<file path="src/hdl/wrcp_pkg.sv">
package wrcp_pkg;

	localparam int unsigned BYTE_W   = 8;
	localparam int unsigned TDATA_W  = 112;
	localparam int unsigned TUSER_W  = 2;
	localparam int unsigned S_TDATA_W = 8;

	localparam logic [31:0] TAG_RIFF = 32'h5249_4646;
	localparam logic [31:0] TAG_WAVE = 32'h5741_5645;
	localparam logic [31:0] TAG_FMT  = 32'h666D_7420;
	localparam logic [31:0] TAG_DATA = 32'h6461_7461;
	localparam logic [31:0] FMT_BODY_LEN = 32'd16;
	localparam logic [15:0] FMT_PCM  = 16'h0001;

	typedef enum logic [1:0] {
		KIND_PAYLOAD = 2'd0,
		KIND_DONE    = 2'd1,
		KIND_ERROR   = 2'd2
	} kind_t;

	typedef enum logic [2:0] {
		ERR_NONE   = 3'd0,
		ERR_RIFF   = 3'd1,
		ERR_WAVE   = 3'd2,
		ERR_FMT    = 3'd3,
		ERR_NODATA = 3'd4,
		ERR_TRUNC  = 3'd5
	} err_t;

	typedef struct packed {
		logic [BYTE_W-1:0] data;
		logic              eos;
	} in_item_t;

	typedef struct packed {
		kind_t             kind;
		logic [BYTE_W-1:0] payload_byte;
		logic              payload_last;
		err_t              error_code;
		logic [15:0]       channel_count;
		logic [31:0]       sample_rate;
		logic [15:0]       bits_per_sample;
		logic [31:0]       data_size;
	} result_t;

endpackage

</file>
<file path="src/hdl/wrcp_in_stage.sv">
module wrcp_in_stage (
	input  logic                clk,
	input  logic                arst_n,
	input  logic                in_valid,
	output logic                in_ready,
	input  wrcp_pkg::in_item_t  in_item,
	input  logic                take,
	output logic                valid_s1,
	output wrcp_pkg::in_item_t  item_s1
);

	logic valid_q;

	// the stage is emptied by the core in the same cycle it is refilled
	assign in_ready = !valid_q || take;
	assign valid_s1 = valid_q;

	always_ff @(posedge clk or negedge arst_n) begin
		if (!arst_n) begin
			valid_q <= 1'b0;
		end else if (in_ready) begin
			valid_q <= in_valid;
		end
	end

	always_ff @(posedge clk) begin
		if (in_valid && in_ready) begin
			item_s1 <= in_item;
		end
	end

endmodule

</file>
<file path="src/hdl/wrcp_core.sv">
module wrcp_core (
	input  logic                clk,
	input  logic                arst_n,
	input  logic                step,
	input  wrcp_pkg::in_item_t  item,
	output logic                res_valid,
	output wrcp_pkg::result_t   res
);

	typedef enum logic [2:0] {
		PH_RIFF, PH_FSIZE, PH_WAVE, PH_HDR, PH_FMT, PH_SKIP, PH_DATA, PH_DRAIN
	} phase_t;

	phase_t      phase_q, phase_n;
	logic [3:0]  bc_q, bc_n;
	logic [31:0] fs_q, fs_n;
	logic [31:0] tag_q, tag_n;
	logic [31:0] rem_q, rem_n;
	logic [15:0] ch_q, ch_n;
	logic [31:0] rate_q, rate_n;
	logic [15:0] bps_q, bps_n;
	logic [31:0] dsize_q, dsize_n;

	logic                ev;
	wrcp_pkg::kind_t     ev_kind;
	logic [7:0]          ev_byte;
	logic                ev_last;
	wrcp_pkg::err_t      ev_err;
	logic                halt;
	logic                clr;
	logic [3:0]          bc_inc;
	logic [31:0]         rem_dec;
	logic [7:0]          b;
	logic                eos;

	assign b       = item.data;
	assign eos     = item.eos;
	assign bc_inc  = bc_q + 4'd1;
	assign rem_dec = (rem_q != 32'd0) ? rem_q - 32'd1 : 32'd0;

	always_comb begin
		phase_n = phase_q;
		bc_n    = bc_q;
		fs_n    = fs_q;
		tag_n   = tag_q;
		rem_n   = rem_q;
		ch_n    = ch_q;
		rate_n  = rate_q;
		bps_n   = bps_q;
		dsize_n = dsize_q;
		ev      = 1'b0;
		ev_kind = wrcp_pkg::KIND_ERROR;
		ev_byte = 8'd0;
		ev_last = 1'b0;
		ev_err  = wrcp_pkg::ERR_NONE;
		halt    = 1'b0;
		clr     = 1'b0;

		unique case (phase_q)
			PH_RIFF: begin
				tag_n = {tag_q[23:0], b};
				bc_n  = bc_inc;
				if (bc_inc == 4'd4) begin
					if (tag_n != wrcp_pkg::TAG_RIFF) begin
						ev = 1'b1; ev_err = wrcp_pkg::ERR_RIFF;
					end else begin
						phase_n = PH_FSIZE;
						bc_n    = 4'd0;
						tag_n   = 32'd0;
						if (eos) begin
							ev = 1'b1; ev_err = wrcp_pkg::ERR_WAVE;
						end
					end
				end else if (eos) begin
					ev = 1'b1; ev_err = wrcp_pkg::ERR_RIFF;
				end
			end
			PH_FSIZE: begin
				bc_n = bc_inc;
				if (bc_inc == 4'd4) begin
					phase_n = PH_WAVE;
					bc_n    = 4'd0;
				end
				if (eos) begin
					ev = 1'b1; ev_err = wrcp_pkg::ERR_WAVE;
				end
			end
			PH_WAVE: begin
				tag_n = {tag_q[23:0], b};
				bc_n  = bc_inc;
				if (bc_inc == 4'd4) begin
					if (tag_n != wrcp_pkg::TAG_WAVE) begin
						ev = 1'b1; ev_err = wrcp_pkg::ERR_WAVE;
					end else begin
						phase_n = PH_HDR;
						bc_n    = 4'd0;
						fs_n    = 32'd0;
						tag_n   = 32'd0;
						if (eos) begin
							ev = 1'b1; ev_err = wrcp_pkg::ERR_NODATA;
						end
					end
				end else if (eos) begin
					ev = 1'b1; ev_err = wrcp_pkg::ERR_WAVE;
				end
			end
			PH_HDR: begin
				// tag is big-endian, size little-endian
				if (!bc_q[2]) tag_n = {tag_q[23:0], b};
				else fs_n[8*bc_q[1:0] +: 8] = b;
				bc_n = {1'b0, bc_q[2:0]} + 4'd1;
				if (bc_q[2:0] != 3'd7) begin
					if (eos) begin
						ev = 1'b1; ev_err = wrcp_pkg::ERR_NODATA;
					end
				end else begin
					rem_n = fs_n;
					bc_n  = 4'd0;
					if (tag_n == wrcp_pkg::TAG_FMT) begin
						phase_n = PH_FMT;
						fs_n    = 32'd0;
						if (eos) begin
							ev = 1'b1; ev_err = wrcp_pkg::ERR_NODATA;
						end
					end else if (tag_n == wrcp_pkg::TAG_DATA) begin
						dsize_n = fs_n;
						if (fs_n == 32'd0) begin
							ev = 1'b1; ev_kind = wrcp_pkg::KIND_DONE;
						end else begin
							phase_n = PH_DATA;
							if (eos) begin
								ev = 1'b1; ev_err = wrcp_pkg::ERR_TRUNC;
							end
						end
					end else begin
						if (fs_n == 32'd0) begin
							phase_n = PH_HDR;
							fs_n    = 32'd0;
							tag_n   = 32'd0;
						end else begin
							phase_n = PH_SKIP;
						end
						if (eos) begin
							ev = 1'b1; ev_err = wrcp_pkg::ERR_NODATA;
						end
					end
				end
			end
			PH_FMT: begin
				bc_n = bc_inc;
				case (bc_q)
					4'd0: fs_n[7:0] = b;
					4'd1: fs_n[15:8] = b;
					4'd2, 4'd3: ch_n[8*bc_q[0] +: 8] = b;
					4'd4, 4'd5, 4'd6, 4'd7: rate_n[8*bc_q[1:0] +: 8] = b;
					4'd14, 4'd15: bps_n[8*bc_q[0] +: 8] = b;
					default: ;
				endcase
				if (bc_q == 4'd1 && fs_n[15:0] != wrcp_pkg::FMT_PCM) begin
					ev = 1'b1; ev_err = wrcp_pkg::ERR_FMT;
				end else begin
					if (bc_q == 4'd15) begin
						rem_n = (rem_q >= wrcp_pkg::FMT_BODY_LEN)
							? rem_q - wrcp_pkg::FMT_BODY_LEN : 32'd0;
						bc_n  = 4'd0;
						if (rem_n == 32'd0) begin
							phase_n = PH_HDR;
							fs_n    = 32'd0;
							tag_n   = 32'd0;
						end else begin
							phase_n = PH_SKIP;
						end
					end
					if (eos) begin
						ev = 1'b1; ev_err = wrcp_pkg::ERR_NODATA;
					end
				end
			end
			PH_SKIP: begin
				rem_n = rem_dec;
				if (rem_dec == 32'd0) begin
					phase_n = PH_HDR;
					bc_n    = 4'd0;
					fs_n    = 32'd0;
					tag_n   = 32'd0;
				end
				if (eos) begin
					ev = 1'b1; ev_err = wrcp_pkg::ERR_NODATA;
				end
			end
			PH_DATA: begin
				rem_n = rem_dec;
				ev    = 1'b1;
				if (rem_dec == 32'd0) begin
					ev_kind = wrcp_pkg::KIND_PAYLOAD;
					ev_byte = b;
					ev_last = 1'b1;
				end else if (eos) begin
					ev_err = wrcp_pkg::ERR_TRUNC;
				end else begin
					ev_kind = wrcp_pkg::KIND_PAYLOAD;
					ev_byte = b;
				end
				halt = (rem_dec == 32'd0) || eos;
			end
			PH_DRAIN: begin
				clr = eos;
			end
			default: ;
		endcase

		// an error or finish request stops the parse as well; the byte flagged end of stream rearms it
		if (ev && ev_kind != wrcp_pkg::KIND_PAYLOAD) halt = 1'b1;
		if (halt) begin
			if (eos) clr = 1'b1;
			else phase_n = PH_DRAIN;
		end
	end

	assign res_valid           = step && ev;
	assign res.kind            = ev_kind;
	assign res.payload_byte    = ev_byte;
	assign res.payload_last    = ev_last;
	assign res.error_code      = ev_err;
	assign res.channel_count   = ch_n;
	assign res.sample_rate     = rate_n;
	assign res.bits_per_sample = bps_n;
	assign res.data_size       = dsize_n;

	always_ff @(posedge clk or negedge arst_n) begin
		if (!arst_n) begin
			phase_q <= PH_RIFF;
			bc_q    <= 4'd0;
			fs_q    <= 32'd0;
			tag_q   <= 32'd0;
			rem_q   <= 32'd0;
			ch_q    <= 16'd0;
			rate_q  <= 32'd0;
			bps_q   <= 16'd0;
			dsize_q <= 32'd0;
		end else if (step) begin
			if (clr) begin
				phase_q <= PH_RIFF;
				bc_q    <= 4'd0;
				fs_q    <= 32'd0;
				tag_q   <= 32'd0;
				rem_q   <= 32'd0;
				ch_q    <= 16'd0;
				rate_q  <= 32'd0;
				bps_q   <= 16'd0;
				dsize_q <= 32'd0;
			end else begin
				phase_q <= phase_n;
				bc_q    <= bc_n;
				fs_q    <= fs_n;
				tag_q   <= tag_n;
				rem_q   <= rem_n;
				ch_q    <= ch_n;
				rate_q  <= rate_n;
				bps_q   <= bps_n;
				dsize_q <= dsize_n;
			end
		end
	end

endmodule

</file>
<file path="src/hdl/wrcp_out_stage.sv">
module wrcp_out_stage (
	input  logic               clk,
	input  logic               arst_n,
	input  logic               load,
	input  wrcp_pkg::result_t  res,
	output logic               free,
	output logic               valid_s2,
	output wrcp_pkg::result_t  res_s2,
	input  logic               out_ready
);

	logic valid_q;

	assign free     = !valid_q || out_ready;
	assign valid_s2 = valid_q;

	always_ff @(posedge clk or negedge arst_n) begin
		if (!arst_n) begin
			valid_q <= 1'b0;
		end else if (load) begin
			valid_q <= 1'b1;
		end else if (out_ready) begin
			valid_q <= 1'b0;
		end
	end

	always_ff @(posedge clk) begin
		if (load) begin
			res_s2 <= res;
		end
	end

endmodule

</file>
<file path="src/hdl/wav_riff_chunk_parser_top.sv">
// Channel  Dir  Signals                      Carries
// s_*      in   tvalid tready tdata tlast    one file byte, end of stream
// m_*      out  tvalid tready tdata tlast    payload/finish/error request,
//                             tuser          captured format fields
//
// One byte per cycle sustained while m_tready holds high; an accepted byte is
// loaded into the input register, then its request is loaded into the result
// register through the parse logic and shows on m_*.
// Every field is parsed in a single pass per byte; no stage iterates.
// arst_n clears the parse state, captured format fields and both valid flags.
// A stalled m_* side holds the result register; the input register keeps
// taking bytes until it is also full, then s_tready drops.
module wav_riff_chunk_parser_top (
	input  logic                            clk,
	input  logic                            arst_n,
	input  logic                            s_tvalid,
	output logic                            s_tready,
	input  logic [wrcp_pkg::S_TDATA_W-1:0]  s_tdata,   // [7:0] in_byte
	input  logic                            s_tlast,   // end_of_stream
	output logic                            m_tvalid,
	input  logic                            m_tready,
	// [7:0] payload_byte, [10:8] error_code, [26:11] channel_count,
	// [58:27] sample_rate, [74:59] bits_per_sample, [106:75] data_size, rest 0
	output logic [wrcp_pkg::TDATA_W-1:0]    m_tdata,
	output logic                            m_tlast,   // payload_last
	output logic [wrcp_pkg::TUSER_W-1:0]    m_tuser    // [1:0] out_kind
);

	wrcp_pkg::in_item_t in_item;
	wrcp_pkg::in_item_t item_s1;
	wrcp_pkg::result_t  res;
	wrcp_pkg::result_t  res_s2;
	logic               valid_s1;
	logic               valid_s2;
	logic               free;
	logic               step;
	logic               res_valid;

	assign in_item.data = s_tdata;
	assign in_item.eos  = s_tlast;
	assign step         = valid_s1 && free;

	wrcp_in_stage u_in (
		.clk      (clk),
		.arst_n   (arst_n),
		.in_valid (s_tvalid),
		.in_ready (s_tready),
		.in_item  (in_item),
		.take     (free),
		.valid_s1 (valid_s1),
		.item_s1  (item_s1)
	);

	wrcp_core u_core (
		.clk       (clk),
		.arst_n    (arst_n),
		.step      (step),
		.item      (item_s1),
		.res_valid (res_valid),
		.res       (res)
	);

	wrcp_out_stage u_out (
		.clk       (clk),
		.arst_n    (arst_n),
		.load      (res_valid),
		.res       (res),
		.free      (free),
		.valid_s2  (valid_s2),
		.res_s2    (res_s2),
		.out_ready (m_tready)
	);

	assign m_tvalid = valid_s2;
	assign m_tlast  = res_s2.payload_last;
	assign m_tuser  = res_s2.kind;
	assign m_tdata  = {5'd0, res_s2.data_size, res_s2.bits_per_sample,
		res_s2.sample_rate, res_s2.channel_count, res_s2.error_code,
		res_s2.payload_byte};

endmodule

</file>
<file path="config.mk">
export PLATFORM = sky130hd
export DESIGN_NAME = wav_riff_chunk_parser_top
export DESIGN_NICKNAME = d
export VERILOG_FILES = /design/src/hdl/wrcp_pkg.sv /design/src/hdl/wrcp_in_stage.sv /design/src/hdl/wrcp_core.sv /design/src/hdl/wrcp_out_stage.sv /design/src/hdl/wav_riff_chunk_parser_top.sv
export SDC_FILE = /design/constraint.sdc
export NUM_CORES = 1
export LEC_CHECK = 0
export ABC_AREA = 0
export BUFFER_PORTS_ARGS = -buffer_cell sky130_fd_sc_hd__buf_4
export CORE_UTILIZATION = 55
export CTS_BUF_LIST = sky130_fd_sc_hd__clkbuf_2 sky130_fd_sc_hd__clkbuf_4 sky130_fd_sc_hd__clkbuf_8
export DETAILED_ROUTE_END_ITERATION = 12
export MAX_ROUTING_LAYER = met4
export PLACE_DENSITY = 0.74
export RECOVER_POWER = 100
export SYNTH_ARGS = -nofsm -noshare
export SYNTH_HDL_FRONTEND = slang
export SYNTH_HIERARCHICAL = 1
export SYNTH_SLANG_ARGS = --single-unit
</file>
<file path="constraint.sdc">
create_clock -name clk -period 19.86 [get_ports clk]
set_input_delay 0 -clock clk [delete_from_list [all_inputs] [get_ports clk]]
set_output_delay 0 -clock clk [all_outputs]
set_load 0.03 [all_outputs]
</file>
==> run_results.csv, run 1 <==
group,metric,value,unit
min_path,holdPathEnd,"u_in/item_s1[6]",
worst_setup_path,worst-endpoint-required,19990,ps
placement,portBuffers,124,
cts,cts_sinks,320,
yosys,yosysWarnings,6,
finish,syn2layout_area_growth,11.6,%
cts,path_clk_slew,80,ps
worst_setup_path,crit_path_start_kind,"flip-flop",
timing,final.setup.tns,0,ps
finish,multiInputGateArea,7610,um2
placement,hpwl,39.6,mm
timing,hold_viol,0,
worst_setup_path,r2r_cells,12,
finish,n_fill_cell,2579,
worst_setup_path,crit_arrival,9510,ps
run_status,status,"complete, but fails checks",
yosys,synthArstFlopShare,62.8,%
cts,cts_setup_buffers,0,
min_path,hold_class,"primary input to flip-flop",
finish,nets,1786,
finish,mostFrequentLayoutCell,"dfrtp_1",
die,die_w,177,um
timing,finalMaxSlewViolations,536,
yosys,synth_edf_count,119,
power_and_ir_drop,p_per_area,167,nW/um2
yosys,synth_area_per_cell,10.1,um2
yosys,yosys_most_used_dff,"dfrtp_1",
worst_setup_path,path_class,"flip-flop to flip-flop",
die,ios,130,
detailed_routing,vias,15200,
job,max_cap_viol_count,9,
detailed_routing,antenna_left,0,
worst_setup_path,reg2reg_slack,10480,ps
yosys,syn_inst,1668,
worst_setup_path,path_delay_family,"buffers and inverters",
timing,max_freq,107,MHz
worst_setup_path,critPathLaunch,"u_core/bc_q[0]",
yosys,ys_seq_area_share,50.9,%
worst_setup_path,cpMostUsedCell,"clkbuf_1",
global_routing,grt_pass1_wl,88.4,mm
min_path,hold_depth,2,
power_and_ir_drop,peakVddDrop,95.3,uV
worst_setup_path,slowest_stage,"clkbuf_1",
die,die_h,177,um
power_and_ir_drop,leakage,7.41,nW
cts,h-tree-depth,2,
detailed_routing,drc,0,
worst_setup_path,timing.rr.end,"u_out/res_s2[19]",
cts,post_cts_resized,0,
detailed_routing,dr.pass1.iters,6,
min_path,hold_start,"s_tdata[5]",
worst_setup_path,worstReg2RegStart,"u_core/bc_q[0]",
detailed_routing,post_drt_wl_per_cell,26.6,um
placement,place.gp.congestion,1.01,
die,dieArea,31400,um2
cts,root_buffer,"clkbuf_8",
die,core,30000,um2
global_routing,antenna_found_initial,2,
worst_setup_path,critPathCaptureType,"flip-flop",
cts,ctsLongestPathBuffers,3,
yosys,ys_ff_latch,320,
yosys,synthesis.area,16900,um2
yosys,synth_cell_type_count,95,
global_routing,grt_max_degree,91,
detailed_routing,wl,58.4,mm
placement,pre_cts_ws,14300,ps
timing,period_share,47.2,%
worst_setup_path,worstPathCellList,"inv_1 -> ha_1 -> nor4b_1 -> clkbuf_1 -> a31oi_1 -> nand4_1 -> or4b_1 -> nor2_1 -> nand2_1 -> a31oi_1 -> clkbuf_1 -> clkbuf_1",
finish,fin_util,62.9,%
worst_setup_path,critical_path_buf_inv_count,4,
global_routing,grt_pass1_vias,14300,
cts,holdBufCountCts,13,
timing,skew,36.7,ps
worst_setup_path,crit_fanout,64,
global_routing,groute.usage.overall,38.6,%
finish,drive_gt1_share,8.65,%
timing,rsz0062_at_grt,"false",
timing,slew_headroom,-247,%
timing,worstMarginPinSlew,5210,ps
cts,clk_latency,610,ps
die,row_count,63,
finish,mostFrequentLayoutCells,"dfrtp_1 (201), nand2_1 (165), nor2_1 (132)",
finish,ff_latch_area,8600,um2
cts,cts-buffers-inserted,51,
timing,fin_ws,10480,ps
detailed_routing,drt_iter0_drc,1999,
run_status,violations,"capacitance limit, slew limit",
timing,fin_crit,9380,ps
global_routing,overflow,0,
detailed_routing,viasPerCell,6.91,
timing,setup_viol,0,
worst_setup_path,slowest_delay,2590,ps
cts,cts_tree,"done",
die,start_util,56.4,%
==> metrics by stage <==
stage	power, mW	hold slack [ps]	cell area, um2	cells
global route	3.29	110	18900	2196
detailed placement	2.49	126	18100	2085
global placement	2.48	130	18100	2085
CTS	3.16	54.4	19400	2194
floorplan	1.99	-296	16900	1672
finish	3.14	133	18900	2197
==> cell usage after synthesis, types with 7 or more instances <==
library cell / n / area [um2]
a211oi_1: 7 / 52.6
a21oi_1: 103 / 515
a221o_1: 13 / 130
a22o_1: 119 / 1040
a22oi_1: 31 / 233
a31oi_1: 16 / 100
and2_1: 17 / 106
and3_1: 9 / 56.3
and4_1: 8 / 70.1
buf_2: 16 / 80.1
buf_4: 7 / 52.6
clkbuf_1: 109 / 409
dfrtp_1: 201 / 5030
edfxtp_1: 119 / 3570
ha_1: 12 / 150
inv_1: 25 / 93.8
mux2_2: 31 / 349
mux2i_1: 11 / 110
nand2_1: 165 / 619
nand2b_1: 9 / 56.3
nand3_1: 27 / 135
nand4_1: 23 / 144
nor2_1: 133 / 499
nor2b_1: 9 / 56.3
nor3_1: 41 / 205
nor3b_1: 9 / 67.6
nor4_1: 26 / 163
nor4b_1: 12 / 105
nor4bb_1: 7 / 70.1
o21a_1: 7 / 52.6
o21ai_0: 114 / 571
o22ai_1: 16 / 100
o22ai_2: 10 / 125
o2bb2ai_1: 16 / 140
o31ai_1: 15 / 113
or3_1: 12 / 75.1
or4_1: 11 / 82.6
xnor2_1: 20 / 175
==> registers in the layout, summed over array words and instances, names as in the netlist <==
| register | flops |
|---|---|
| u_core/rate_q | 32 |
| u_out/valid_s2 | 1 |
| u_core/ch_q | 16 |
| u_core/dsize_q | 32 |
| u_in/valid_s1 | 1 |
| u_core/phase_q | 3 |
| u_core/bps_q | 16 |
| u_core/rem_q | 32 |
| u_core/fs_q | 32 |
| u_core/tag_q | 32 |
| u_in/item_s1 | 9 |
| u_out/res_s2 | 110 |
| u_core/bc_q | 4 |
==> final cells by class <==
type	count	area share, %
Inverter	28	0.564
Clock buffer	65	4.45
Sequential cell	320	45.6
Timing Repair Buffer	171	4.41
Multi-Input combinational cell	1189	40.4
Clock inverter	31	1.96
Antenna cell	3	0.0398
Tap cell	390	2.59
==> power by group <==
part           total, mW  internal [mW]  switching, mW
Clock              0.663          0.385          0.278
Sequential          1.01          0.826          0.182
Combinational       1.47          0.431           1.04
==> logic make-up after synthesis <==
logic type,after synthesis,share of synthesized area (%)
flip-flops,320,50.9
buffers and inverters,163,3.94
AO/OA/AOI/OAI,547,22.8
multiplexers,42,2.72
XOR/XNOR,26,1.35
AND/OR/NAND/NOR,557,17.4
other,1,0.0222
adder cells (fa/ha/maj),12,0.889
==> metal layers <==
metal  up-vias  track usage [%]  part of all wire, %
li1       6544                -                    -
met1      7554             56.1                   44
met2       935             54.3                   43
met3       142             8.18                   11
met4         0             11.3                  2.7
met5         -                -                    0
==> worst max-delay path by stage <==
stage | end | depth (start not counted)
detailed placement | u_out/res_s2[18] | 12
global route | u_out/res_s2[16] | 12
CTS | u_out/res_s2[45] | 12
floorplan | u_out/valid_s2 | 13
finish | u_out/res_s2[19] | 12
global placement | u_out/res_s2[18] | 12
Power figures use the tool's default switching activity.
==> inputs of run 2 (changes only) <==
- PLACE_DENSITY: 0.74 -> 0.77
- clock period: 19.86 -> 7.5 ns (I/O delays scaled with it)
==> run_results.csv, run 2 (synthesis gave the netlist of run 1 again) <==
group,metric,value,unit
power_and_ir_drop,clockPowerShare,19.9,%
timing,skew,38.5,ps
power_and_ir_drop,leakage,7.43,nW
cts,root_buffer,"clkbuf_8",
cts,cts_sinks,320,
finish,mostFrequentLayoutCells,"dfrtp_1 (201), nand2_1 (165), nor2_1 (132)",
die,die_w,177,um
timing,max_freq,162,MHz
finish,postLayoutCellArea,18900,um2
detailed_routing,vias,15200,
finish,mostFrequentLayoutCell,"dfrtp_1",
power_and_ir_drop,peakVddDrop,199,uV
placement,hpwl,38.3,mm
die,row_count,63,
cts,clk_latency,610,ps
worst_setup_path,critPathCaptureType,"flip-flop",
timing,final.setup.tns,0,ps
power_and_ir_drop,p_total,8.22,mW
power_and_ir_drop,swShare,48.4,%
finish,syn2layout_area_growth,11.6,%
worst_setup_path,crit_arrival,6680,ps
finish,fin_util,62.9,%
placement,placed_cell_area,18100,um2
power_and_ir_drop,power_frac_comb,48.1,%
power_and_ir_drop,p_per_area,436,nW/um2
worst_setup_path,reg2reg_slack,1320,ps
worst_setup_path,worst-endpoint-required,8000,ps
worst_setup_path,crit_path_start_kind,"flip-flop",
finish,drive_gt1_share,9.15,%
worst_setup_path,path_class,"flip-flop to flip-flop",
finish,nets,1786,
timing,fin_crit,6180,ps
timing,hold_viol,0,
global_routing,groute.usage.overall,38.3,%
cts,post_cts_resized,0,
detailed_routing,antenna_left,0,
worst_setup_path,crit_fanout,19,
detailed_routing,post_drt_wl_per_cell,26.2,um
detailed_routing,viasPerCell,6.90,
die,start_util,56.4,%
die,ios,130,
detailed_routing,drt_iter0_drc,1943,
timing,setup_viol,0,
worst_setup_path,path_delay_family,"simple AND/OR/NAND/NOR gates",
global_routing,grt_pass1_vias,14400,
worst_setup_path,worstPathCellList,"inv_1 -> ha_1 -> nor4b_1 -> a31oi_1 -> nand2_1 -> or4b_1 -> nor2_1 -> nand4_1 -> a31o_2 -> or4b_1 -> o22ai_1",
detailed_routing,dr.pass1.iters,6,
timing,slew_headroom,-136,%
finish,largest_reg_flops,110,
finish,n_fill_cell,2582,
finish,top_register,"u_out/res_s2",
die,die_h,177,um
cts,ctsLongestPathBuffers,3,
cts,path_clk_slew,70,ps
job,max_cap_viol_count,6,
global_routing,overflow,0,
min_path,hold_class,"primary input to flip-flop",
global_routing,grt_max_degree,111,
worst_setup_path,cpMostUsedCell,"or4b_1",
worst_setup_path,slowest_delay,1870,ps
power_and_ir_drop,p_int,4.24,mW
cts,h-tree-depth,2,
worst_setup_path,slowest_stage,"nor4b_1",
detailed_routing,wl,57.6,mm
timing,rsz0062_at_grt,"false",
die,dieArea,31400,um2
detailed_routing,drc,0,
timing,worstMarginPinSlew,3540,ps
timing,finalMaxSlewViolations,234,
power_and_ir_drop,switching_power,3.98,mW
die,core,30000,um2
timing,period_share,82.4,%
worst_setup_path,critical_path_buf_inv_count,1,
cts,cts_tree,"done",
run_status,status,"complete, but fails checks",
run_status,violations,"capacitance limit, slew limit",
timing,holdWs,140,ps
cts,cts-buffers-inserted,51,
placement,portBuffers,124,
global_routing,grt_pass1_wl,88.2,mm
power_and_ir_drop,seq_power_share,32.0,%
placement,place.gp.congestion,1.05,
global_routing,antenna_found_initial,5,
==> run 2: cell type report <==
type	count	area [um2]	area share, %
flip-flops and latches	320	8600	45.6
multi-input cells	1189	7640	40.5
clock buffers	74	937	4.97
repair buffers	171	873	4.63
well taps	390	488	2.59
clock inverters	22	193	1.02
inverters	28	108	0.571
diodes	4	10.0	0.0531
==> run 2: power groups by stage <==
stage               registers (mW)  clock network, mW  logic, mW
floorplan                     2.69                  0       2.58
global placement              2.64                  0       3.96
detailed placement            2.63                  0       3.95
CTS                           2.61               1.66       3.97
global route                  2.66               1.73       4.19
finish                        2.63               1.64       3.95
==> run 2: final timing paths <==
check	from	endpoint	cells past startpoint
setup / recovery	u_core/bc_q[0]	u_core/tag_q[16]	11
hold / removal	s_tlast	u_in/item_s1[0]	2
setup reg to reg	u_core/bc_q[0]	u_core/tag_q[16]	11
hold reg to reg	u_core/fs_q[28]	u_core/fs_q[28]	1
max in group asynchronous	arst_n	u_core/dsize_q[20]	4
min in group asynchronous	arst_n	u_core/rem_q[12]	3
==> run 2: routing by layer <==
layer | wire length [um] | vias to the layer above | track usage (%) | part of all wire, %
li1 | - | 6530 | - | -
met1 | 24500 | 7469 | 55.0 | 43
met2 | 24200 | 988 | 52.3 | 42
met3 | 6760 | 180 | 9.49 | 12
met4 | 2100 | 0 | 14.0 | 3.6
met5 | 0 | - | - | 0
==> run 2: what timing repair did <==
action / CTS / global route
hold buffers: 15 / 0
endpoints found under the hold margin: 89 / 0
setup buffers: 0 / 0
==> run 2: per-stage QoR <==
stage,std cells,setup WS (ps)
floorplan,1672,438
global placement,2083,2590
detailed placement,2083,2560
CTS,2194,2520
global route,2198,1140
finish,2198,1320
